## config.mk

```make
export PLATFORM = sky130hd
export DESIGN_NAME = llsf_div
export DESIGN_NICKNAME = d
export VERILOG_FILES = /design/src/rtl/core/llsf_div.sv
export SDC_FILE = /design/constraint.sdc
export NUM_CORES = 1
export LEC_CHECK = 0
export BUFFER_PORTS_ARGS = -buffer_cell sky130_fd_sc_hd__buf_2
export CORE_MARGIN = 10
export CORE_UTILIZATION = 36
export CTS_BUF_LIST = sky130_fd_sc_hd__clkbuf_4
export CTS_CLUSTER_DIAMETER = 80
export DETAILED_ROUTE_END_ITERATION = 8
export REMOVE_ABC_BUFFERS = 1
export SLEW_MARGIN = 20
export SYNTH_ARGS = -nofsm -noshare
export SYNTH_HDL_FRONTEND = slang
export SYNTH_SLANG_ARGS = --single-unit
export TNS_END_PERCENT = 20
```

## constraint.sdc

```tcl
create_clock -name i_clk -period 5.5 [get_ports i_clk]
set_input_delay 0.55 -clock i_clk [delete_from_list [all_inputs] [get_ports i_clk]]
set_output_delay 0.55 -clock i_clk [all_outputs]
set_load 0.02 [all_outputs]
```

## src/rtl/core/llsf_div.sv

```systemverilog
// Restoring unsigned divider, one quotient bit per cycle.
module llsf_div #(
    parameter int DVW = 62,
    parameter int DSW = 45
) (
    input  logic           i_clk,
    input  logic           i_rst_n,
    input  logic           i_start,
    input  logic [DVW-1:0] i_dividend,
    input  logic [DSW-1:0] i_divisor,
    output logic           o_done,
    output logic [DVW-1:0] o_quotient
);
    localparam int CW = $clog2(DVW + 1);

    logic           r_busy, n_busy;
    logic           r_done, n_done;
    logic [CW-1:0]  r_cnt, n_cnt;
    logic [DSW-1:0] r_rem, n_rem;
    logic [DSW-1:0] r_dsr, n_dsr;
    logic [DVW-1:0] r_dvd, n_dvd;
    logic [DVW-1:0] r_q, n_q;
    logic [DSW:0]   shifted;

    always_comb begin
        n_busy  = r_busy;
        n_done  = 1'b0;
        n_cnt   = r_cnt;
        n_rem   = r_rem;
        n_dsr   = r_dsr;
        n_dvd   = r_dvd;
        n_q     = r_q;
        shifted = {r_rem, r_dvd[DVW-1]};
        if (i_start) begin
            n_busy = 1'b1;
            n_cnt  = CW'(DVW);
            n_rem  = '0;
            n_dsr  = i_divisor;
            n_dvd  = i_dividend;
        end else if (r_busy) begin
            n_dvd = {r_dvd[DVW-2:0], 1'b0};
            if (shifted >= {1'b0, r_dsr}) begin
                n_rem = DSW'(shifted - {1'b0, r_dsr});
                n_q   = {r_q[DVW-2:0], 1'b1};
            end else begin
                n_rem = shifted[DSW-1:0];
                n_q   = {r_q[DVW-2:0], 1'b0};
            end
            n_cnt = r_cnt - CW'(1);
            if (r_cnt == CW'(1)) begin
                n_busy = 1'b0;
                n_done = 1'b1;
            end
        end
    end

    always_ff @(posedge i_clk) begin
        if (!i_rst_n) begin
            r_busy <= 1'b0;
            r_done <= 1'b0;
            r_cnt  <= '0;
        end else begin
            r_busy <= n_busy;
            r_done <= n_done;
            r_cnt  <= n_cnt;
        end
        r_rem <= n_rem;
        r_dsr <= n_dsr;
        r_dvd <= n_dvd;
        r_q   <= n_q;
    end

    assign o_done     = r_done;
    assign o_quotient = r_q;
endmodule

```

==> flow_summary.json <==
{
  "run_status": "finished clean",
  "core_area_um2": 29000,
  "nFillCells": 2812,
  "p_switching_mw": 1.13,
  "cts_hold_repair.buffers": 45,
  "power.sequential.fraction_pct": 47.6,
  "antenna_found_initial": 12,
  "post-route-util_pct": 45.4,
  "first_pass_iters": 4,
  "p_int_mw": 3.05,
  "drv_cap": 0,
  "synth_edf_count": 169,
  "final_period_minus_worst_setup_slack_ns": 4.01,
  "ctsLongestPathBuffers": 3,
  "synth_compound_area_share_pct": 13.2,
  "ir_worst_vdd_uv": 161,
  "critical_path.cell_chain": "inv_1 > ha_1 > inv_1 > fa_1 > a211oi_1 > o211ai_1 > a21o_1 > o211ai_1 > and2_1 > o221ai_4 > a31oi_4 > buf_4 > mux2_2 > mux2i_1 > nor2_1",
  "p_per_area_nw_per_um2": 317,
  "holdCritStartpoint": "i_dividend[0]",
  "synth_async_sr_flop_share_pct": 0,
  "initial_utilization_pct": 36.8,
  "report.final.slew_viol_count": 0,
  "final_instance_area_um2": 13200,
  "first_global_vias": 7919,
  "main_combinational_cell_family_by_area_after_synthesis": "compound AO/OA/AOI/OAI gates",
  "worst_pin_slew_ns": 0.986,
  "dr_total_vias": 7737,
  "grt_overflow_total": 0,
  "die_area_um2": 36900,
  "max_clock_freq_ghz": 0.249,
  "timing.critical_path.to_type": "flip-flop",
  "die-width_um": 192,
  "critical_path.top_delay_family": "compound AO/OA/AOI/OAI gates",
  "netlist_area_um2": 10700,
  "p_leak_nw": 5.28,
  "tritoncts.num_buffers": 61,
  "synth.ff_latch_count": 222,
  "vias_per_cell": 4.84,
  "relSlewSlack_pct": 34.2,
  "crit_required_ns": 6.04,
  "grt_use_total_pct": 13.1,
  "fin_tns_setup_ns": 0,
  "worst_r2r_path_depth": 15,
  "drc": 0,
  "synth_seq_area_share_pct": 57.5,
  "critPathMaxStageDelay_ns": 0.43,
  "critical-path-slowest-cell": "fa_1",
  "htree_num_levels": 2,
  "grt_setup_unrepaired": "no",
  "clk_pin_slew_ns": 0.07,
  "count_of_routing_violations_after_the_opening_detailed_route_iteration": 416,
  "finalNetCount": 1315,
  "cts.sink_count": 222,
  "area.growth.synth_to_final_pct": 23.4,
  "buffer_ports.inserted": 172,
  "worstHoldPathCells": 2,
  "worstPathBufferInverterCount": 3,
  "critical_path_class": "reg2reg",
  "postRouteAntennaNets": 0,
  "synth_largest_area_cell": "edfxtp_1",
  "grt_max_degree": 81,
  "path_max_fanout": 35,
  "regArea_um2": 6140,
  "part_of_the_total_power_dissipated_in_combinational_logic_pct": 16.1,
  "worstReg2RegEnd": "r_rem[27]",
  "globalplace.congestion": 0.835,
  "mean_syn_cell_area_um2": 11.7,
  "worst_setup_path_start_kind": "flip-flop",
  "num_io_pins": 173,
  "synthCells": 914,
  "clock_skew_ns": 0.0442,
  "final_hold_viol_count": 0,
  "hold_end": "r_dvd[0]",
  "post_synth_num_cell_types": 57,
  "dpl-instance-area_um2": 11900,
  "post_synth_fa_ha_maj_area_fraction_pct": 5.70,
  "cts.root.buffer_cell": "clkbuf_4",
  "tritoncts": "done",
  "final_layout_size_suffix_gt1_share_pct": 29.3,
  "total_power_mw": 4.18,
  "insertion_delay_ns": 0.69,
  "muxShareOfSynthArea_pct": 7.48,
  "die-height_um": 192,
  "reg2reg_slack_ns": 1.49,
  "period_share_pct": 72.9,
  "grt_first_pass_wirelength_um": 39800,
  "multi_input_comb_area_um2": 4130,
  "hpwl_um": 17100,
  "crit_arrival_ns": 4.55,
  "main_flop_type_after_synthesis": "edfxtp_1",
  "power.clock.fraction_pct": 36.3,
  "synthTopCellsByArea": "edfxtp_1 48%, dfxtp_1 9.9%, mux2_2 6.5%",
  "power.switching_fraction_pct": 27.0,
  "postCtsResizedCells": 0,
  "setup-violations-final": 0,
  "wl_per_cell_um": 15.6,
  "cts_setup_buffers": 0,
  "worst_r2r_startpoint": "r_dvd[61]",
  "hold_slack_final_ns": 0.148,
  "xor_xnor_share_of_the_synthesized_area_pct": 3.69,
  "worst_hold_path_type": "in2reg",
  "netlist.area_leader.share_pct": 47.5,
  "drt-total-wl_um": 24900,
  "synth_simple_gate_area_share_pct": 8.66,
  "number_of_placement_rows": 62,
  "ys.warnings.count": 0
}
## worst register-to-register path: stages (launching register included)
cell and delay (ns):
edfxtp_1 0.38, inv_1 0.07, ha_1 0.15, inv_1 0.05, fa_1 0.43, a211oi_1 0.34
o211ai_1 0.20, a21o_1 0.25, o211ai_1 0.18, and2_1 0.25, o221ai_4 0.18, a31oi_4 0.42
buf_4 0.42, mux2_2 0.38, mux2i_1 0.13, nor2_1 0.05
## placed cells by master, fill, tap and decap left out, types with 5 or more instances in the layout
cell type and instances:
buf_2 171, edfxtp_1 169, clkbuf_4 100, nor2_1 98, a21oi_1 82, mux2_2 62, inv_1 58, dfxtp_1 52
ha_1 47, dlygate4sd3_1 45, nand2_1 41, a211oi_1 37, xnor2_1 31, o21ai_0 23, a21o_1 16, nand4_1 15
xor2_1 14, nor3_1 12, clkinv_1 12, mux2i_1 10, nand3_1 8, o21ai_1 8, nor2b_1 8, o21a_1 7
o31ai_1 7, buf_4 7, diode_2 6, a31oi_1 6, o21bai_1 6, and2_1 5, o211ai_1 5
## power groups by stage
stage | logic [mW] | clock network, mW | registers (mW)
4_1_cts | 0.678 | 1.59 | 1.99
6_report | 0.674 | 1.52 | 1.99
2_1_floorplan | 0.448 | 0 | 2.03
3_5_place_dp | 0.649 | 0 | 2.02
3_3_place_gp | 0.641 | 0 | 2.02
5_1_grt | 0.757 | 1.67 | 2.00
## per-stage QoR
stage | instances | worst slack (ns)
after floorplan | 870 | 1.47
after global placement | 1433 | 1.57
after detailed placement | 1433 | 1.47
after CTS | 1592 | 1.45
after global routing | 1596 | 1.15
final | 1598 | 1.49
## how the worst max path moves through the flow
| stage | start | end | slack (ns) | depth (start not counted) |
|---|---|---|---|---|
| floorplan | r_dvd[61] | r_rem[34] | 1.47 | 14 |
| global placement | r_dvd[61] | r_rem[27] | 1.57 | 15 |
| detailed placement | r_dvd[61] | r_rem[27] | 1.47 | 15 |
| CTS | r_dvd[61] | r_rem[27] | 1.45 | 15 |
| global route | r_dvd[61] | r_rem[27] | 1.15 | 15 |
| finish | r_dvd[61] | r_rem[27] | 1.49 | 15 |
## state kept, by name, indices dropped and copies added, names as in the netlist
signal      flops
r_busy          1
o_quotient     62
o_done          1
r_dvd          62
r_cnt           6
r_dsr          45
r_rem          45
## final cells by class
type	count	area share (%)
Multi-Input combinational cell	587	31.4
Sequential cell	222	46.6
Antenna cell	6	0.114
Clock inverter	14	0.437
Tap cell	384	3.65
Clock buffer	100	5.70
Timing Repair Buffer	224	10.4
Inverter	61	1.74
## logic make-up (layout without fill, tap and decap cells)
| family | Yosys count | count (layout) |
|---|---|---|
| AO/OA/AOI/OAI | 218 | 218 |
| XOR/XNOR | 45 | 45 |
| adder cells (fa/ha/maj) | 48 | 48 |
| buffers and inverters | 105 | 399 |
| flip-flops | 222 | 222 |
| multiplexers | 72 | 72 |
| other | 0 | 6 |
| AND/OR/NAND/NOR | 204 | 204 |
## cell usage after synthesis, types with 10 or more instances
cell,count
a211oi_1,37
a21o_1,16
a21oi_1,82
clkbuf_1,36
dfxtp_1,53
edfxtp_1,169
ha_1,47
inv_1,60
mux2_2,62
mux2i_1,10
nand2_1,41
nand4_1,15
nor2_1,98
nor3_1,12
o21ai_0,23
xnor2_1,31
xor2_1,14
## layer usage
layer | part of all wire (%) | global-route usage (%) | vias up
li1 | - | - | 3871
met1 | 45 | 16.5 | 3594
met2 | 44 | 19.7 | 202
met3 | 8.9 | 5.79 | 58
met4 | 1.9 | 4.32 | 12
met5 | 0.35 | 0 | -
(Power assumes the default switching activity.)
