### config.mk
export PLATFORM = sky130hd
export DESIGN_NAME = llsf_ram
export DESIGN_NICKNAME = d
export VERILOG_FILES = /design/src/rtl/core/llsf_ram.sv
export SDC_FILE = /design/constraint.sdc
export NUM_CORES = 1
export LEC_CHECK = 0
export BUFFER_PORTS_ARGS = -buffer_cell sky130_fd_sc_hd__buf_2
export CELL_PAD_IN_SITES_DETAIL_PLACEMENT = 1
export CELL_PAD_IN_SITES_GLOBAL_PLACEMENT = 1
export CORE_ASPECT_RATIO = 1.75
export CORE_MARGIN = 2
export CORE_UTILIZATION = 46
export CTS_CLUSTER_SIZE = 40
export DETAILED_ROUTE_END_ITERATION = 10
export GPL_TIMING_DRIVEN = 0
export PLACE_DENSITY = 0.67
export SYNTH_ARGS = -nofsm -noshare
export SYNTH_HDL_FRONTEND = slang
export SYNTH_SLANG_ARGS = --single-unit
### constraint.sdc
create_clock -name i_clk -period 3 [get_ports i_clk]
set_input_delay 0.3 -clock i_clk [delete_from_list [all_inputs] [get_ports i_clk]]
set_output_delay 0.3 -clock i_clk [all_outputs]
set_load 0.02 [all_outputs]
### src/rtl/core/llsf_ram.sv
// Generic single-write, single-read RAM with registered read data.
module llsf_ram #(
    parameter int WIDTH = 16,
    parameter int DEPTH = 64
) (
    input  logic                     i_clk,
    input  logic                     i_we,
    input  logic [$clog2(DEPTH)-1:0] i_waddr,
    input  logic [WIDTH-1:0]         i_wdata,
    input  logic [$clog2(DEPTH)-1:0] i_raddr,
    output logic [WIDTH-1:0]         o_rdata
);
    logic [WIDTH-1:0] r_mem [DEPTH];
    logic [WIDTH-1:0] r_rdata;

    always_ff @(posedge i_clk) begin
        if (i_we) begin
            r_mem[i_waddr] <= i_wdata;
        end
        r_rdata <= r_mem[i_raddr];
    end

    assign o_rdata = r_rdata;
endmodule

==> run_summary.xml, run 1 <==
<?xml version="1.0" encoding="UTF-8"?>
<metrics>
  <group name="worst_setup_path">
    <metric name="worstPathMaxFanout" unit="">10</metric>
    <metric name="worstPathRequired" unit="ns">3.51</metric>
    <metric name="cp_data_arrival_time" unit="ns">3.36</metric>
    <metric name="worst-r2r-cell-count" unit="">5</metric>
    <metric name="timing.critical_path.from_type" unit="">input pin</metric>
    <metric name="criticalPathCategory" unit="">input pin to flop</metric>
    <metric name="critical_path.reg2reg.startpoint" unit="">r_mem[23][9]</metric>
    <metric name="cp-end-kind" unit="">flop</metric>
    <metric name="worst_r2r_endpoint" unit="">o_rdata[9]</metric>
    <metric name="ff2ff_setup_slack" unit="ns">0.39</metric>
  </group>
  <group name="finish">
    <metric name="fillers" unit="">7597</metric>
    <metric name="drive_above_1_share" unit="%">29.1</metric>
    <metric name="finish.instance_area" unit="sq um">45600</metric>
    <metric name="areaGrowthSynthToFinish" unit="%">14.0</metric>
    <metric name="n_antenna_cell" unit="">0</metric>
    <metric name="final_net_count" unit="">2040</metric>
  </group>
  <group name="routing">
    <metric name="detail_route.wirelength" unit="microns">111000</metric>
    <metric name="drtIter0Drc" unit="">1852</metric>
    <metric name="viasPerCell" unit="">6.03</metric>
    <metric name="drc_errors" unit="">0</metric>
    <metric name="wl_per_cell" unit="microns">34.3</metric>
    <metric name="drt-pass1-iter-count" unit="">5</metric>
    <metric name="postRouteAntennaNets" unit="">0</metric>
    <metric name="via_count" unit="">19600</metric>
  </group>
  <group name="floorplanning">
    <metric name="die_outline_area" unit="sq um">89500</metric>
    <metric name="initial_utilization" unit="%">46.2</metric>
    <metric name="placement_rows" unit="">143</metric>
    <metric name="die_x" unit="microns">227</metric>
    <metric name="fp.dieH" unit="microns">394</metric>
    <metric name="design.portCount" unit="">46</metric>
    <metric name="coreArea" unit="sq um">86600</metric>
  </group>
  <group name="place">
    <metric name="routabilityCongestion" unit="">0.854</metric>
    <metric name="port-buffer-count" unit="">38</metric>
    <metric name="hpwl" unit="microns">74800</metric>
    <metric name="placement.cell_area" unit="sq um">42700</metric>
  </group>
  <group name="min_path">
    <metric name="number_of_cells_traversed_by_the_worst_hold_path" unit="">1</metric>
    <metric name="hold_path.class" unit="">input pin to flop</metric>
    <metric name="terminating_pin_of_the_worst_hold_path" unit="">r_mem[59][3]</metric>
    <metric name="holdCritStartpoint" unit="">i_wdata[3]</metric>
  </group>
  <group name="global_routing">
    <metric name="grt_overflow_total" unit="">0</metric>
    <metric name="globalRouteTotalUtil" unit="%">25.4</metric>
    <metric name="number_of_antenna_violations_at_the_first_check_in_global_routing" unit="">1</metric>
    <metric name="grt_start_max_net_pins" unit="">65</metric>
    <metric name="first_pass_grt_wire_length" unit="microns">158000</metric>
    <metric name="number_of_global_route_vias_before_repair" unit="">21200</metric>
  </group>
  <group name="clock_tree">
    <metric name="cts_root_buf" unit="">sky130_fd_sc_hd__clkbuf_16</metric>
    <metric name="clock_latency" unit="ns">0.67</metric>
    <metric name="clock_transition_time_at_the_flip_flop_clock_pins_of_the_worst_setup_and_hold_paths" unit="ns">0.06</metric>
    <metric name="tritoncts_clock_tree" unit="">yes</metric>
    <metric name="max-clock-path-buffers" unit="">3</metric>
    <metric name="cts_resized" unit="">0</metric>
    <metric name="cts_inserted_buffers" unit="">90</metric>
    <metric name="cts_hold_repair.buffers" unit="">0</metric>
    <metric name="cts_num_sinks" unit="">1040</metric>
    <metric name="cts_setup_buffers" unit="">0</metric>
    <metric name="htree_num_levels" unit="">3</metric>
  </group>
  <group name="power">
    <metric name="switching_share" unit="%">21.9</metric>
    <metric name="cellInternalPower" unit="mW">22.9</metric>
    <metric name="pwr-share-comb" unit="%">5.8</metric>
    <metric name="power.switching" unit="mW">6.40</metric>
    <metric name="p_clk_share" unit="%">39.1</metric>
    <metric name="seq_power_share" unit="%">55.1</metric>
    <metric name="p_leak" unit="nW">14.3</metric>
    <metric name="post-layout-total-power" unit="mW">29.3</metric>
    <metric name="power.density" unit="nW/um^2">641</metric>
    <metric name="vdd_drop_max" unit="uV">391</metric>
  </group>
  <group name="synth">
    <metric name="syn-num-nets" unit="">1859</metric>
    <metric name="ys_seq_area_share" unit="%">77.6</metric>
    <metric name="synth_area" unit="sq um">40000</metric>
    <metric name="synth.avg_cell_area" unit="sq um">21.9</metric>
    <metric name="synth_flop_cell" unit="">sky130_fd_sc_hd__edfxtp_1</metric>
    <metric name="asyncSetResetFlopFracSynth" unit="%">0</metric>
    <metric name="synthCells" unit="">1829</metric>
    <metric name="synth-seq-cells" unit="">1040</metric>
    <metric name="synth_warnings" unit="">0</metric>
    <metric name="yosysUniqueCellTypes" unit="">43</metric>
    <metric name="synth-edff-count" unit="">1024</metric>
  </group>
  <group name="timing">
    <metric name="timing.final.crit_period" unit="ns">2.85</metric>
    <metric name="fmax" unit="MHz">351</metric>
    <metric name="finalHoldViolCount" unit="">0</metric>
    <metric name="rsz0062_at_grt" unit="">no</metric>
    <metric name="timing_max_transition_violations_final" unit="">0</metric>
    <metric name="setup_viol" unit="">0</metric>
    <metric name="final_critical_path_share_of_the_clock_period" unit="%">94.9</metric>
    <metric name="clock-skew-final" unit="ns">0.0219</metric>
    <metric name="worst_slew_margin_rel" unit="%">5.44</metric>
    <metric name="max_slew.worst_pin.slew" unit="ns">1.42</metric>
  </group>
  <group name="outcome">
    <metric name="status" unit="">completed</metric>
  </group>
  <group name="flow_run">
    <metric name="cap_violations" unit="">0</metric>
  </group>
</metrics>
==> cell families (layout without fill, tap and decap cells) <==
kind of cell           Yosys count  count (layout)  share of synthesized area, %
multiplexers                   336             336                          15.5
flip-flops                    1040            1040                          77.6
AND/OR/NAND/NOR                220             220                          2.65
buffers and inverters          104             359                          1.83
AO/OA/AOI/OAI                  129             129                          2.41
==> layer usage <==
metal | part of all wire [%] | GRT usage [%]
met5 | 0.016 | 0
met4 | 5.9 | 13.8
met3 | 5.1 | 3.60
met2 | 54 | 45.4
met1 | 35 | 29.2
==> power by group through the flow <==
stage / Clock, mW / Combinational, mW / Sequential (mW)
finish: 11.4 / 1.71 / 16.1
CTS: 11.6 / 1.72 / 16.1
detailed placement: 0 / 1.71 / 16.4
global placement: 0 / 1.64 / 16.4
floorplan: 0 / 0.833 / 16.5
global route: 12.1 / 1.78 / 16.1
==> layout make-up <==
| type | instances | area [sq um] | area share, % |
|---|---|---|---|
| Tap cell | 1160 | 1450 | 3.18 |
| Sequential cell | 1040 | 31100 | 68.1 |
| Clock inverter | 48 | 330 | 0.724 |
| Multi-Input combinational cell | 685 | 8400 | 18.4 |
| Clock buffer | 118 | 2490 | 5.46 |
| Buffer | 104 | 733 | 1.61 |
| Timing Repair Buffer | 89 | 1150 | 2.53 |
==> registers in the layout (all words and copies together), names as in the netlist <==
name / flops
r_mem: 1024
o_rdata: 16
==> cell usage in the layout (no fill, tap or decap), drive strengths merged <==
cell	instances
nor2b	30
edfxtp	1024
dfxtp	16
clkbuf	145
a311oi	8
a211o	8
or3b	1
clkinv	39
a22oi	39
nand4	12
nand2	60
buf	166
nand3b	2
a41oi	5
nand4b	1
a22o	6
a221oi	16
a211oi	8
nand3	24
bufinv	4
nor2	74
a21oi	17
or3	1
nor4	3
o21ai	8
clkinvlp	1
nand2b	3
mux4	224
and2	2
a31oi	8
and4	5
mux2	27
a221o	6
mux2i	85
nor3	2
inv	4
==> critical path, stage by stage <==
cell	delay, ns
sky130_fd_sc_hd__buf_2	0.30
sky130_fd_sc_hd__buf_4	0.29
sky130_fd_sc_hd__buf_2	0.48
sky130_fd_sc_hd__mux4_2	0.42
sky130_fd_sc_hd__mux2i_1	0.72
sky130_fd_sc_hd__a22oi_1	0.21
sky130_fd_sc_hd__a31oi_1	0.52
sky130_fd_sc_hd__a311oi_1	0.10
==> worst max-delay path by stage <==
stage / from / endpoint / slack [ns] / depth (start not counted)
final: i_raddr[2] / o_rdata[9] / 0.15 / 8
after global routing: i_raddr[2] / o_rdata[9] / 0.17 / 8
after CTS: i_raddr[2] / o_rdata[9] / 0.20 / 8
after detailed placement: i_raddr[2] / o_rdata[3] / -0.47 / 8
after global placement: i_waddr[5] / r_mem[48][11] / -0.70 / 3
after floorplan: i_waddr[3] / r_mem[48][0] / 0.67 / 4
==> through the flow <==
stage          setup TNS [ns]  util (%)  hold slack (ns)  std cells  worst slack (ns)
2_1_floorplan               0         -            0.399       1829             0.665
3_3_place_gp          -149.52      48.1            0.720       3027            -0.700
3_5_place_dp            -9.66      49.4            0.717       3076            -0.466
4_1_cts                     0      52.6            0.260       3242             0.203
5_1_grt                     0      52.7            0.220       3244             0.174
6_report                    0      52.7            0.178       3244             0.153
==> synthesized netlist by cell type, drive strengths merged, types with 2 or more instances <==
library cell	number	area, sq um
a22o	6	52.6
nor2	74	283
edfxtp	1024	30700
mux2	27	304
a221oi	16	140
a311oi	8	70.1
o21ai	8	40.0
mux2i	85	851
a211o	8	70.1
nor4	3	37.5
a22oi	39	293
a221o	6	60.1
clkbuf	27	108
a31oi	8	50.1
nor3	2	10.0
and4	5	43.8
a21oi	17	85.1
nand3	24	120
dfxtp	16	320
and2	2	12.5
nor2b	30	188
nand2b	3	18.8
buf	77	626
a41oi	5	43.8
nand4	12	75.1
a211oi	8	60.1
nand3b	2	15.0
mux4	224	5060
nand2	60	233
(Power assumes the default switching activity.)
==> inputs of run 2 (changes only) <==
ABC_AREA = 1   (was unset)
PLACE_DENSITY = 0.72   (was 0.67)
REMOVE_ABC_BUFFERS = 1   (was unset)
==> run 2 against run 1 <==
  * Routed wire length is 9.6% higher
  * Die area is 5.1% higher
  * Register-to-register slack better by 0.93 ns
  * Sequential share of layout area is 2.0 points lower
  * Critical path depth is 4 higher
  * Clock-buffer cell count is 10 lower
  * Largest cell class unchanged
==> run_summary.xml, run 2 <==
<?xml version="1.0" encoding="UTF-8"?>
<metrics>
  <group name="synth">
    <metric name="asyncSetResetFlopFracSynth" unit="%">0</metric>
    <metric name="share_of_the_synthesized_area_in_compound_gates_ao_oa_aoi_oai" unit="%">0</metric>
    <metric name="synthCells" unit="">3517</metric>
    <metric name="synth.area.mux_share" unit="%">0</metric>
    <metric name="synth_warnings" unit="">0</metric>
    <metric name="ys_seq_area_share" unit="%">73.8</metric>
    <metric name="synth.most_common_cell" unit="">sky130_fd_sc_hd__nand2_1</metric>
    <metric name="yosysUniqueCellTypes" unit="">16</metric>
    <metric name="synth_area" unit="sq um">42100</metric>
    <metric name="yosys.area.top_type" unit="">sky130_fd_sc_hd__edfxtp_1</metric>
    <metric name="top_cell_type_s_share_of_synthesized_area" unit="%">73.0</metric>
    <metric name="synth_top_cells_by_count" unit="">1,296 x sky130_fd_sc_hd__nand2_1, 1,024 x sky130_fd_sc_hd__edfxtp_1, 871 x sky130_fd_sc_hd__nand3_1</metric>
    <metric name="synth-seq-cells" unit="">1040</metric>
    <metric name="synth_top_family_by_area" unit="">simple AND/OR/NAND/NOR gates</metric>
    <metric name="synth_top_cells_by_area" unit="">sky130_fd_sc_hd__edfxtp_1 73%, sky130_fd_sc_hd__nand2_1 12%, sky130_fd_sc_hd__nand3_1 10%</metric>
    <metric name="post_synth_fa_ha_maj_area_fraction" unit="%">0</metric>
    <metric name="synth.avg_cell_area" unit="sq um">12.0</metric>
    <metric name="synth_flop_cell" unit="">sky130_fd_sc_hd__edfxtp_1</metric>
    <metric name="post_synth_and_or_nand_nor_area_fraction" unit="%">22.7</metric>
    <metric name="synthesized_area_fraction_occupied_by_xor_and_xnor_cells" unit="%">0</metric>
    <metric name="synth-edff-count" unit="">1024</metric>
  </group>
  <group name="routing">
    <metric name="viasPerCell" unit="">5.81</metric>
    <metric name="drtIter0Drc" unit="">2224</metric>
    <metric name="drc_errors" unit="">0</metric>
    <metric name="postRouteAntennaNets" unit="">0</metric>
    <metric name="via_count" unit="">27800</metric>
    <metric name="detail_route.wirelength" unit="microns">122000</metric>
    <metric name="wl_per_cell" unit="microns">25.6</metric>
    <metric name="drt-pass1-iter-count" unit="">7</metric>
  </group>
  <group name="timing">
    <metric name="setup_viol" unit="">0</metric>
    <metric name="timing.final.crit_period" unit="ns">2.95</metric>
    <metric name="fmax" unit="MHz">339</metric>
    <metric name="timing_max_transition_violations_final" unit="">0</metric>
    <metric name="worst_slew_margin_rel" unit="%">5.72</metric>
    <metric name="max_slew.worst_pin.slew" unit="ns">1.41</metric>
    <metric name="clock-skew-final" unit="ns">0.0240</metric>
    <metric name="worst_hold_slack" unit="ns">0.183</metric>
    <metric name="final_critical_path_share_of_the_clock_period" unit="%">98.3</metric>
    <metric name="finalHoldViolCount" unit="">0</metric>
    <metric name="rsz0062_at_grt" unit="">no</metric>
  </group>
  <group name="min_path">
    <metric name="hold_path.class" unit="">input pin to flop</metric>
  </group>
  <group name="floorplanning">
    <metric name="placement_rows" unit="">146</metric>
    <metric name="fp.dieH" unit="microns">404</metric>
    <metric name="initial_utilization" unit="%">46.5</metric>
    <metric name="die_outline_area" unit="sq um">94100</metric>
    <metric name="design.portCount" unit="">46</metric>
    <metric name="coreArea" unit="sq um">90600</metric>
    <metric name="die_x" unit="microns">233</metric>
  </group>
  <group name="worst_setup_path">
    <metric name="worst_path_dominant_cell_family" unit="">buffers and inverters</metric>
    <metric name="worstPathRequired" unit="ns">3.61</metric>
    <metric name="cp_data_arrival_time" unit="ns">3.56</metric>
    <metric name="timing.critical_path.slowest_cell_delay" unit="ns">0.35</metric>
    <metric name="worstPathMaxFanout" unit="">96</metric>
    <metric name="critPathMostFrequentCell" unit="">sky130_fd_sc_hd__nand3_1</metric>
    <metric name="cp-end-kind" unit="">flop</metric>
    <metric name="critical_path.cell_chain" unit="">buf_12 &gt; buf_16 &gt; buf_16 &gt; inv_8 &gt; buf_16 &gt; nand3_1 &gt; nand3_1 &gt; nand2_1 &gt; nand2_1 &gt; nand3_1 &gt; nand3_1 &gt; nand2_1</metric>
    <metric name="worst_path_buf_inv" unit="">5</metric>
    <metric name="crit_slowest_cell" unit="">sky130_fd_sc_hd__inv_8</metric>
    <metric name="criticalPathCategory" unit="">input pin to flop</metric>
    <metric name="timing.critical_path.from_type" unit="">input pin</metric>
  </group>
  <group name="finish">
    <metric name="largest_register_ffs" unit="">1024</metric>
    <metric name="max_flop_register" unit="">r_mem</metric>
    <metric name="fillers" unit="">9339</metric>
    <metric name="final_net_count" unit="">3543</metric>
    <metric name="mostFrequentLayoutCells" unit="">1,296 x sky130_fd_sc_hd__nand2_1, 1,024 x sky130_fd_sc_hd__edfxtp_1, 871 x sky130_fd_sc_hd__nand3_1</metric>
    <metric name="finish.instance_area" unit="sq um">47000</metric>
    <metric name="areaGrowthSynthToFinish" unit="%">11.7</metric>
    <metric name="mostFrequentLayoutCell" unit="">sky130_fd_sc_hd__nand2_1</metric>
    <metric name="seqCellArea" unit="sq um">31100</metric>
    <metric name="drive_above_1_share" unit="%">9.21</metric>
    <metric name="multiInputGateArea" unit="sq um">9730</metric>
    <metric name="finish.cell_count_without_fillers" unit="">4773</metric>
  </group>
  <group name="clock_tree">
    <metric name="htree_num_levels" unit="">3</metric>
    <metric name="cts_hold_repair.buffers" unit="">0</metric>
    <metric name="max-clock-path-buffers" unit="">3</metric>
    <metric name="cts_inserted_buffers" unit="">89</metric>
    <metric name="cts_num_sinks" unit="">1040</metric>
    <metric name="tritoncts_clock_tree" unit="">yes</metric>
    <metric name="clock_latency" unit="ns">0.69</metric>
    <metric name="clock_transition_time_at_the_flip_flop_clock_pins_of_the_worst_setup_and_hold_paths" unit="ns">0.07</metric>
    <metric name="cts_setup_buffers" unit="">0</metric>
    <metric name="cts_root_buf" unit="">sky130_fd_sc_hd__clkbuf_16</metric>
  </group>
  <group name="global_routing">
    <metric name="first_pass_grt_wire_length" unit="microns">183000</metric>
    <metric name="globalRouteTotalUtil" unit="%">26.3</metric>
    <metric name="grt_start_max_net_pins" unit="">206</metric>
    <metric name="grt_overflow_total" unit="">0</metric>
    <metric name="number_of_global_route_vias_before_repair" unit="">29400</metric>
    <metric name="number_of_antenna_violations_at_the_first_check_in_global_routing" unit="">4</metric>
  </group>
  <group name="flow_run">
    <metric name="cap_violations" unit="">0</metric>
  </group>
  <group name="place">
    <metric name="placement.cell_area" unit="sq um">44000</metric>
    <metric name="hpwl" unit="microns">70600</metric>
    <metric name="routabilityCongestion" unit="">0.801</metric>
    <metric name="placedCellCount" unit="">4604</metric>
    <metric name="port-buffer-count" unit="">45</metric>
  </group>
  <group name="power">
    <metric name="vdd_drop_max" unit="uV">551</metric>
    <metric name="power.density" unit="nW/um^2">637</metric>
    <metric name="p_leak" unit="nW">16.7</metric>
  </group>
  <group name="outcome">
    <metric name="status" unit="">completed</metric>
  </group>
</metrics>
## run 2: cell types whose count changed in the layout (fill, tap and decap cells not counted), sizes merged, moves of 37 or more
cell	change
mux4	-224
mux2i	-85
nand2	+1236
nand3	+847
a22oi	-39
buf	-37
clkbuf	-37
## run 2: timing repair
| item | 4_1_cts | 5_1_grt |
|---|---|---|
| gates cloned | 1 | 0 |
| gates resized for setup | 0 | 1 |
| endpoints found under the setup margin | 1 | 9 |
## run 2: final timing paths
check        slack, ns  cells past startpoint             to           from
max reg2reg       1.32                      8    o_rdata[15]  r_mem[59][15]
min reg2reg       0.89                      8     o_rdata[6]    r_mem[8][6]
max               0.05                     12    o_rdata[10]     i_raddr[1]
min               0.18                      1  r_mem[11][10]    i_wdata[10]
## run 2: where the power goes
part           switching, mW  internal [mW]  total (mW)
registers             0.0329           16.1        16.1
clock network           5.29           6.59        11.9
logic                   1.51          0.460        1.97
## run 2: per-stage QoR
step	util [%]	TNS [ns]	worst slack (ns)	total power, mW
4_1_cts	51.9	0	0.144	30.1
5_1_grt	51.9	0	0.0298	30.7
3_3_place_gp	46.8	-564.46	-12.87	18.5
6_report	51.9	0	0.0511	30.0
2_1_floorplan	-	-0.147	-0.0179	17.3
3_5_place_dp	48.6	-10.46	-0.730	18.4
## run 2: cells by family (layout without fill, tap and decap cells)
logic type,count (synthesis),in the layout
buffers and inverters,237,305
DFF,1040,1040
other,0,4
and+or+nand+nor,2240,2240
## run 2: per-layer routing
metal | global-route usage (%) | part of all wire, % | vias up
met2 | 46.8 | 53 | 911
met4 | 14.2 | 5.5 | 4
met1 | 30.7 | 37 | 14200
met5 | 0 | 0.020 | -
met3 | 3.23 | 5.0 | 265
li1 | - | - | 12400
## run 2: final cells by class
class | instances | share of cell area [%]
Sequential cell | 1040 | 66.1
Multi-Input combinational cell | 2240 | 20.7
Clock buffer | 108 | 5.20
Timing Repair Buffer | 130 | 3.66
Tap cell | 1184 | 3.15
Clock inverter | 55 | 1.06
Inverter | 12 | 0.162
Antenna cell | 4 | 0.0213
